--- src/rtl/core/dqv_pkg.sv ---
// Types and constants shared by the DNS query validator modules.
package dqv_pkg;

    localparam logic [3:0] HDR_LAST_INDEX = 4'd11;

    localparam logic [3:0] ST_OK         = 4'd0;
    localparam logic [3:0] ST_SHORT      = 4'd1;
    localparam logic [3:0] ST_RESPONSE   = 4'd2;
    localparam logic [3:0] ST_MULTI_Q    = 4'd3;
    localparam logic [3:0] ST_NO_Q       = 4'd4;
    localparam logic [3:0] ST_OPCODE     = 4'd5;
    localparam logic [3:0] ST_TRUNCATED  = 4'd6;
    localparam logic [3:0] ST_INCOMPLETE = 4'd7;
    localparam logic [3:0] ST_NAME_LONG  = 4'd8;
    localparam logic [3:0] ST_TYPE_CLASS = 4'd9;

    localparam logic [1:0] CFG_MAX_NAME_LEN   = 2'd0;
    localparam logic [1:0] CFG_ACCEPTED_TYPE  = 2'd1;
    localparam logic [1:0] CFG_ACCEPTED_CLASS = 2'd2;

    localparam logic [15:0] FLAGS_SET   = 16'h8080;
    localparam logic [15:0] FLAGS_CLEAR = 16'h067F;

    typedef enum logic [4:0] {
        PH_HEADER = 5'b00001,
        PH_NAME   = 5'b00010,
        PH_VALUES = 5'b00100,
        PH_ACCEPT = 5'b01000,
        PH_REJECT = 5'b10000
    } phase_t;

    typedef struct packed {
        logic [15:0] accepted_class;
        logic [15:0] accepted_type;
        logic [7:0]  max_name_len;
    } dqv_cfg_t;

    typedef struct packed {
        logic [15:0] question_class;
        logic [15:0] question_type;
        logic [7:0]  name_length;
        logic [15:0] reply_flags;
        logic [15:0] query_id;
        logic [3:0]  status;
    } dqv_result_t;

endpackage

--- src/rtl/core/dns_query_validator_unit.sv ---
// Top level of the DNS query validator: configuration, parser and result register.
// The slave stream carries one request byte per transfer, with s_tlast on the
// final byte of the datagram. The block checks the 12-byte header, walks the
// question name and compares type and class with the configured values.
// Exactly one verdict leaves on the master stream for every byte that carries
// s_tlast; no other byte produces output.
// A byte is taken in every cycle in which s_tvalid is high and the result
// register is empty or being emptied, so the sustained rate is one byte per
// clock. The verdict appears on m_tvalid in the cycle after the last byte is
// taken. The result register is the only storage between the two sides: while
// a verdict waits for m_tready, s_tready is low and no byte is taken.
// Configuration is written through cfg_we, cfg_index and cfg_data while no
// datagram is in flight; index 0 is the name length limit, 1 the accepted type
// and 2 the accepted class, and other indexes are ignored.
// Reset clears the parser to the start of a datagram, empties the result
// register and loads a limit of 255, type 1 and class 1.
module dns_query_validator_unit
(
    input  logic        clk,
    input  logic        rst_n,
    input  logic        s_tvalid,
    output logic        s_tready,
    input  logic [7:0]  s_tdata,   // packet_byte[7:0]
    input  logic        s_tlast,   // last_byte
    output logic        m_tvalid,
    input  logic        m_tready,
    output logic [79:0] m_tdata,   // status[3:0], query_id[19:4], reply_flags[35:20],
                                   // name_length[43:36], question_type[59:44],
                                   // question_class[75:60], zero[79:76]
    input  logic        cfg_we,
    input  logic [1:0]  cfg_index,
    input  logic [15:0] cfg_data
);

    dqv_pkg::dqv_cfg_t    cfg_reg;
    dqv_pkg::dqv_result_t result;
    dqv_pkg::dqv_result_t out_data_reg;
    logic                 out_valid_reg;
    logic                 byte_take;

    assign s_tready  = !out_valid_reg || m_tready;
    assign byte_take = s_tvalid && s_tready;
    assign m_tvalid  = out_valid_reg;
    assign m_tdata   = {4'd0, out_data_reg};

    always_ff @(posedge clk or negedge rst_n)
    begin
        if (!rst_n)
        begin
            cfg_reg.max_name_len   <= 8'd255;
            cfg_reg.accepted_type  <= 16'd1;
            cfg_reg.accepted_class <= 16'd1;
        end
        else if (cfg_we)
        begin
            case (cfg_index)
                dqv_pkg::CFG_MAX_NAME_LEN:   cfg_reg.max_name_len   <= cfg_data[7:0];
                dqv_pkg::CFG_ACCEPTED_TYPE:  cfg_reg.accepted_type  <= cfg_data;
                dqv_pkg::CFG_ACCEPTED_CLASS: cfg_reg.accepted_class <= cfg_data;
                default:
                begin
                end
            endcase
        end
    end

    dqv_parser u_parser
    (
        .clk         (clk),
        .rst_n       (rst_n),
        .byte_take   (byte_take),
        .packet_byte (s_tdata),
        .last_byte   (s_tlast),
        .cfg         (cfg_reg),
        .result      (result)
    );

    always_ff @(posedge clk or negedge rst_n)
    begin
        if (!rst_n)
            out_valid_reg <= 1'b0;
        else if (byte_take && s_tlast)
            out_valid_reg <= 1'b1;
        else if (m_tready)
            out_valid_reg <= 1'b0;
    end

    always_ff @(posedge clk)
    begin
        if (byte_take && s_tlast)
            out_data_reg <= result;
    end

    a_last_gives_result: assert property (@(posedge clk) disable iff (!rst_n)
        (s_tvalid && s_tready && s_tlast) |=> m_tvalid)
        else $error("last byte taken without a verdict");

    a_middle_no_result: assert property (@(posedge clk) disable iff (!rst_n)
        (!m_tvalid && !(s_tvalid && s_tready && s_tlast)) |=> !m_tvalid)
        else $error("verdict without a last byte");

    a_status_range: assert property (@(posedge clk) disable iff (!rst_n)
        m_tvalid |-> (m_tdata[3:0] <= dqv_pkg::ST_TYPE_CLASS))
        else $error("status code out of range");

    a_short_zero: assert property (@(posedge clk) disable iff (!rst_n)
        (m_tvalid && m_tdata[3:0] == dqv_pkg::ST_SHORT) |-> (m_tdata[75:4] == 72'd0))
        else $error("short header verdict carries data");

    a_name_len_ok_only: assert property (@(posedge clk) disable iff (!rst_n)
        (m_tvalid && m_tdata[3:0] != dqv_pkg::ST_OK) |-> (m_tdata[43:36] == 8'd0))
        else $error("name length given on a rejected request");

endmodule

--- src/rtl/core/dqv_parser.sv ---
// Per-byte parser state and verdict logic of the DNS query validator.
module dqv_parser
(
    input  logic                 clk,
    input  logic                 rst_n,
    input  logic                 byte_take,
    input  logic [7:0]           packet_byte,
    input  logic                 last_byte,
    input  dqv_pkg::dqv_cfg_t    cfg,
    output dqv_pkg::dqv_result_t result
);

    dqv_pkg::phase_t phase_reg, phase_next;
    logic [3:0]  header_index_reg, header_index_next;
    logic [15:0] held_id_reg, held_id_next;
    logic [15:0] request_flags_reg, request_flags_next;
    logic [15:0] question_count_reg, question_count_next;
    logic [8:0]  name_bytes_reg, name_bytes_next;
    logic [7:0]  label_left_reg, label_left_next;
    logic [1:0]  value_index_reg, value_index_next;
    logic [31:0] type_class_reg, type_class_next;
    logic [3:0]  status_held_reg, status_held_next;
    logic [3:0]  verdict;
    logic [3:0]  st;

    function automatic logic [3:0] header_verdict(input logic [15:0] flags,
                                                  input logic [15:0] qcount);
        logic [3:0] v;
        begin
            if (flags[15])
                v = dqv_pkg::ST_RESPONSE;
            else if (qcount > 16'd1)
                v = dqv_pkg::ST_MULTI_Q;
            else if (qcount == 16'd0)
                v = dqv_pkg::ST_NO_Q;
            else if (flags[14:11] != 4'd0)
                v = dqv_pkg::ST_OPCODE;
            else if (flags[9])
                v = dqv_pkg::ST_TRUNCATED;
            else
                v = dqv_pkg::ST_OK;
            return v;
        end
    endfunction

    always_comb
    begin
        phase_next          = phase_reg;
        header_index_next   = header_index_reg;
        held_id_next        = held_id_reg;
        request_flags_next  = request_flags_reg;
        question_count_next = question_count_reg;
        name_bytes_next     = name_bytes_reg;
        label_left_next     = label_left_reg;
        value_index_next    = value_index_reg;
        type_class_next     = type_class_reg;
        status_held_next    = status_held_reg;
        verdict             = dqv_pkg::ST_OK;
        case (phase_reg)
            dqv_pkg::PH_HEADER:
            begin
                if (header_index_reg < 4'd2)
                    held_id_next = {held_id_reg[7:0], packet_byte};
                else if (header_index_reg < 4'd4)
                    request_flags_next = {request_flags_reg[7:0], packet_byte};
                else if (header_index_reg < 4'd6)
                    question_count_next = {question_count_reg[7:0], packet_byte};
                if (header_index_reg >= dqv_pkg::HDR_LAST_INDEX)
                begin
                    verdict = header_verdict(request_flags_reg, question_count_reg);
                    if (verdict != dqv_pkg::ST_OK)
                    begin
                        status_held_next = verdict;
                        phase_next       = dqv_pkg::PH_REJECT;
                    end
                    else
                    begin
                        phase_next = dqv_pkg::PH_NAME;
                    end
                end
                else
                begin
                    header_index_next = header_index_reg + 4'd1;
                end
            end
            dqv_pkg::PH_NAME:
            begin
                if (name_bytes_reg != 9'd511)
                    name_bytes_next = name_bytes_reg + 9'd1;
                if (label_left_reg != 8'd0)
                    label_left_next = label_left_reg - 8'd1;
                else if (packet_byte != 8'd0)
                    label_left_next = packet_byte;
                else if (name_bytes_next > {1'b0, cfg.max_name_len})
                begin
                    status_held_next = dqv_pkg::ST_NAME_LONG;
                    phase_next       = dqv_pkg::PH_REJECT;
                end
                else
                begin
                    phase_next = dqv_pkg::PH_VALUES;
                end
            end
            dqv_pkg::PH_VALUES:
            begin
                type_class_next = {type_class_reg[23:0], packet_byte};
                if (value_index_reg == 2'd3)
                begin
                    if (type_class_next[31:16] != cfg.accepted_type ||
                        type_class_next[15:0] != cfg.accepted_class)
                    begin
                        status_held_next = dqv_pkg::ST_TYPE_CLASS;
                        phase_next       = dqv_pkg::PH_REJECT;
                    end
                    else
                    begin
                        phase_next = dqv_pkg::PH_ACCEPT;
                    end
                end
                else
                begin
                    value_index_next = value_index_reg + 2'd1;
                end
            end
            default:
            begin
            end
        endcase
    end

    always_comb
    begin
        case (phase_next)
            dqv_pkg::PH_HEADER: st = dqv_pkg::ST_SHORT;
            dqv_pkg::PH_NAME:   st = dqv_pkg::ST_INCOMPLETE;
            dqv_pkg::PH_VALUES: st = dqv_pkg::ST_INCOMPLETE;
            dqv_pkg::PH_ACCEPT: st = dqv_pkg::ST_OK;
            default:            st = status_held_next;
        endcase
        result.status = st;
        result.query_id = (st == dqv_pkg::ST_SHORT) ? 16'd0 : held_id_next;
        result.reply_flags = (st == dqv_pkg::ST_SHORT) ? 16'd0 :
            ((request_flags_next | dqv_pkg::FLAGS_SET) & ~dqv_pkg::FLAGS_CLEAR);
        result.name_length = (st == dqv_pkg::ST_OK) ? name_bytes_next[7:0] : 8'd0;
        if (st == dqv_pkg::ST_OK || st == dqv_pkg::ST_TYPE_CLASS)
        begin
            result.question_type  = type_class_next[31:16];
            result.question_class = type_class_next[15:0];
        end
        else
        begin
            result.question_type  = 16'd0;
            result.question_class = 16'd0;
        end
    end

    always_ff @(posedge clk or negedge rst_n)
    begin
        if (!rst_n)
        begin
            phase_reg          <= dqv_pkg::PH_HEADER;
            header_index_reg   <= 4'd0;
            held_id_reg        <= 16'd0;
            request_flags_reg  <= 16'd0;
            question_count_reg <= 16'd0;
            name_bytes_reg     <= 9'd0;
            label_left_reg     <= 8'd0;
            value_index_reg    <= 2'd0;
            type_class_reg     <= 32'd0;
            status_held_reg    <= 4'd0;
        end
        else if (byte_take)
        begin
            if (last_byte)
            begin
                phase_reg          <= dqv_pkg::PH_HEADER;
                header_index_reg   <= 4'd0;
                held_id_reg        <= 16'd0;
                request_flags_reg  <= 16'd0;
                question_count_reg <= 16'd0;
                name_bytes_reg     <= 9'd0;
                label_left_reg     <= 8'd0;
                value_index_reg    <= 2'd0;
                type_class_reg     <= 32'd0;
                status_held_reg    <= 4'd0;
            end
            else
            begin
                phase_reg          <= phase_next;
                header_index_reg   <= header_index_next;
                held_id_reg        <= held_id_next;
                request_flags_reg  <= request_flags_next;
                question_count_reg <= question_count_next;
                name_bytes_reg     <= name_bytes_next;
                label_left_reg     <= label_left_next;
                value_index_reg    <= value_index_next;
                type_class_reg     <= type_class_next;
                status_held_reg    <= status_held_next;
            end
        end
    end

endmodule
--- config.mk ---
export PLATFORM = sky130hd
export DESIGN_NAME = dns_query_validator_unit
export DESIGN_NICKNAME = d
export VERILOG_FILES = /design/src/rtl/core/dqv_pkg.sv /design/src/rtl/core/dns_query_validator_unit.sv /design/src/rtl/core/dqv_parser.sv
export SDC_FILE = /design/constraint.sdc
export NUM_CORES = 1
export LEC_CHECK = 0
export BUFFER_PORTS_ARGS = -buffer_cell sky130_fd_sc_hd__buf_2
export CAP_MARGIN = 20
export CELL_PAD_IN_SITES_DETAIL_PLACEMENT = 0
export CELL_PAD_IN_SITES_GLOBAL_PLACEMENT = 1
export CORE_ASPECT_RATIO = 1.5
export CORE_MARGIN = 2
export CORE_UTILIZATION = 49
export CTS_BUF_LIST = sky130_fd_sc_hd__clkbuf_4
export CTS_CLUSTER_SIZE = 12
export DETAILED_ROUTE_END_ITERATION = 16
export GPL_ROUTABILITY_DRIVEN = 1
export PLACE_DENSITY_LB_ADDON = 0.2
export SYNTH_ARGS = -nofsm -noshare
export SYNTH_HDL_FRONTEND = slang
export SYNTH_SLANG_ARGS = --single-unit
--- constraint.sdc ---
create_clock -name clk -period 6.8 [get_ports clk]
set_clock_uncertainty 0.2 [all_clocks]
set_input_delay 0.34 -clock clk [delete_from_list [all_inputs] [get_ports clk]]
set_output_delay 0.34 -clock clk [all_outputs]
set_load 0.02 [all_outputs]
==> results.py <==
metrics = {
    "floorplanning": {
        "die_w_um": 125,
        "ios": 114,
        "initial_core_util_pct": 49.6,
        "std_cell_rows": 66,
        "dieArea_um2": 23100,
        "die_h_um": 185,
        "core-area_um2": 21600,
    },
    "critical_path": {
        "r2r_cells": 17,
        "regToRegSetupSlack_ns": 1.43,
        "worst-path-buf-inv": 1,
        "path_delay_family": "compound AO/OA/AOI/OAI gates",
        "worstPathMaxFanout": 35,
        "r2r-start": "u_parser.name_bytes_reg[0]",
        "endpoint_kind": "flop",
        "worstPathRequired_ns": 7.10,
        "critPathSlowestCell": "or3b_1",
        "crit_arrival_ns": 5.66,
        "path_class": "flop to flop",
        "cpPeakStageDelay_ns": 0.61,
        "rr_endpoint": "m_tdata[38]",
        "start_kind": "flop",
        "path_cells": "ha_1, and4_4, and4_4, and2_1, nor3_1, xor2_1, ha_1, nand4_1, o32ai_1, o21ba_2, o31ai_1, a21o_1, o2bb2ai_1, a22o_1, buf_4, or3b_1, a311oi_2",
    },
    "synth": {
        "yosys_warnings": 0,
        "seq_area_frac_synth_pct": 54.0,
        "syn_avg_cell_area_um2": 10.8,
        "synth_edf_count": 66,
        "netlist_instances": 986,
        "syn-cell-area_um2": 10700,
        "synthArstFlopShare_pct": 69.6,
        "synth.ff_latch_count": 217,
        "synth_cell_types": 77,
        "synthFlopType": "dfrtp_1",
    },
    "timing": {
        "fin_setup_tns_ns": 0,
        "slew_viol_final": 0,
        "period_minus_slack_ns": 5.37,
        "relSlewSlack_pct": 33.6,
        "rsz0062_at_grt": "false",
        "setup_slack_ns": 1.43,
        "finalHoldViolations": 0,
        "timing.hold.ws_ns": 0.0448,
        "fin_crit_sh_pct": 79.0,
        "setup_violations": 0,
        "worst_slew_pin_slew_ns": 0.992,
        "fmax_mhz": 186,
    },
    "power_and_ir_drop": {
        "leakagePower_nw": 5.50,
        "pwr-share-clk_pct": 28.4,
        "combPwrFrac_pct": 29.7,
        "p_sw_share_pct": 35.9,
        "intPower_w": 0.00261,
        "ir_drop_v": 0.000189,
        "pwr-share-seq_pct": 41.9,
        "power.switching_w": 0.00146,
        "power_density_nw_per_um2": 329,
    },
    "clocking": {
        "clk_pin_slew_worst_paths_ns": 0.07,
        "cts_root_buf": "clkbuf_4",
        "cts_buffers": 53,
        "cts_tree": "yes",
        "cts_buffer_depth": 3,
        "clock-sinks": 217,
        "clk_latency_ns": 0.72,
        "htreeDepth": 2,
    },
    "placement": {
        "placed_cells": 1308,
        "io_buffers": 100,
        "gp_congestion": 0.886,
        "dp_worst_setup_slack_ns": 1.45,
        "hpwlAfterDp_um": 18300,
    },
    "layout": {
        "area_delta_synth_final_pct": 15.9,
        "multi_input_area_um2": 4560,
        "fin_nets": 1165,
        "register_area_um2": 5770,
        "layout-drive-gt1-share_pct": 24.2,
        "final_common_cell": "dfrtp_1",
        "largest_reg_flops": 66,
        "mostFrequentLayoutCells": "dfrtp_1, nand2_1, buf_2",
        "fin_cells": 1437,
        "fillers": 1896,
        "fin_util_pct": 57.5,
    },
    "min_path": {
        "hold_path.class": "input pin to async pin",
    },
    "detailed_routing": {
        "routed_wl_um": 28100,
        "drc": 0,
        "drt_pass1_iterations": 5,
        "wl_per_cell_um": 19.6,
        "drt-initial-drc-count": 533,
        "vias": 8217,
        "drtAntennaViolNets": 0,
        "avgViaCountPerCell": 5.72,
    },
    "grt": {
        "antenna_found_initial": 1,
        "grt_pass1_vias": 8187,
        "grt_pass1_wl_um": 44700,
        "grtUsageTotal_pct": 24.5,
        "grt_max_degree": 80,
        "overflow": 0,
    },
    "run_status": {
        "status": "finished, final reports clean",
    },
    "run": {
        "drv_cap": 0,
    },
}
==> what timing repair did <==
item / in CTS / in global routing
resized for setup: 0 / 0
hold buffers: 29 / 0
endpoints found under the hold margin: 171 / 0
buffers inserted: 0 / 0
==> synth_stat cells (3+ instances only) <==
| cell | instances | area share, % |
|---|---|---|
| a211oi_1 | 4 | 0.28 |
| a21boi_0 | 16 | 1.1 |
| a21o_1 | 3 | 0.21 |
| a21oi_1 | 38 | 1.8 |
| a22o_1 | 48 | 3.9 |
| a22oi_1 | 18 | 1.3 |
| a31o_2 | 3 | 0.25 |
| a31oi_1 | 4 | 0.23 |
| and2_1 | 7 | 0.41 |
| and3_1 | 6 | 0.35 |
| buf_2 | 14 | 0.66 |
| buf_4 | 14 | 0.98 |
| clkbuf_1 | 47 | 1.6 |
| dfrtp_1 | 140 | 33 |
| dfstp_2 | 11 | 2.7 |
| edfxtp_1 | 66 | 19 |
| ha_1 | 12 | 1.4 |
| inv_1 | 23 | 0.81 |
| mux2_2 | 33 | 3.5 |
| mux2i_1 | 39 | 3.6 |
| nand2_1 | 119 | 4.2 |
| nand2b_1 | 4 | 0.23 |
| nand3_1 | 13 | 0.61 |
| nand3b_1 | 4 | 0.28 |
| nand4_1 | 4 | 0.23 |
| nor2_1 | 42 | 1.5 |
| nor3_1 | 49 | 2.3 |
| nor4_1 | 14 | 0.82 |
| o21a_1 | 5 | 0.35 |
| o21ai_0 | 74 | 3.5 |
| o22ai_1 | 3 | 0.18 |
| o31ai_1 | 8 | 0.56 |
| o32ai_1 | 3 | 0.25 |
| or2_2 | 4 | 0.23 |
| or4_1 | 3 | 0.21 |
| xnor2_1 | 6 | 0.49 |
| xor2_1 | 36 | 2.9 |
==> layout make-up <==
type / instances / area share, %
repair buffers: 144 / 7.34
clock inverters: 10 / 0.555
inverters: 23 / 0.696
multi-input cells: 682 / 36.7
clock buffers: 88 / 5.33
flip-flops and latches: 217 / 46.6
diodes: 1 / 0.0202
well taps: 272 / 2.74
==> worst max path at each step <==
stage / startpoint / to / slack (ns) / cells after the start
floorplan: u_parser.name_bytes_reg[0] / m_tdata[38] / 1.97 / 17
global placement: u_parser.name_bytes_reg[0] / m_tdata[38] / 1.49 / 18
detailed placement: u_parser.name_bytes_reg[0] / m_tdata[38] / 1.45 / 18
CTS: u_parser.name_bytes_reg[0] / m_tdata[38] / 1.43 / 18
global route: u_parser.name_bytes_reg[0] / m_tdata[38] / 1.06 / 17
finish: u_parser.name_bytes_reg[0] / m_tdata[38] / 1.43 / 17
==> stage by stage <==
step	cell area (um2)	power, W
after floorplan	10700	0.00258
after global placement	11400	0.00292
after detailed placement	11400	0.00294
after CTS	12400	0.00412
after global routing	12400	0.00434
final	12400	0.00408
==> logic make-up (layout without fill, tap and decap cells) <==
logic type                 Yosys count  in the layout  synth area share (%)
and+or+nand+nor                    288            288                  13.2
other                                1             14                0.0351
adders and majority gates           13             13                  1.50
buffers and inverters               99            265                  4.13
xor gates and xnor gates            42             42                  3.44
DFF                                217            217                  54.0
AOI/OAI and AO/OA                  254            254                  16.6
muxes                               72             72                  7.12
==> power groups by stage <==
stage	Clock, W	Sequential (W)	Combinational, W
finish	0.00116	0.00171	0.00121
global route	0.00126	0.00173	0.00135
CTS	0.00119	0.00171	0.00122
detailed placement	0	0.00173	0.00120
global placement	0	0.00173	0.00119
floorplan	0	0.00173	0.000854
==> per-layer routing <==
metal | share of wire [%] | up-vias | GRT usage [%]
met4 | 3.4 | 0 | 10.6
met5 | 0 | - | 0
met1 | 42 | 4043 | 30.6
met3 | 4.3 | 73 | 3.61
met2 | 51 | 219 | 42.4
li1 | - | 3882 | -
(Power assumes the default switching activity.)
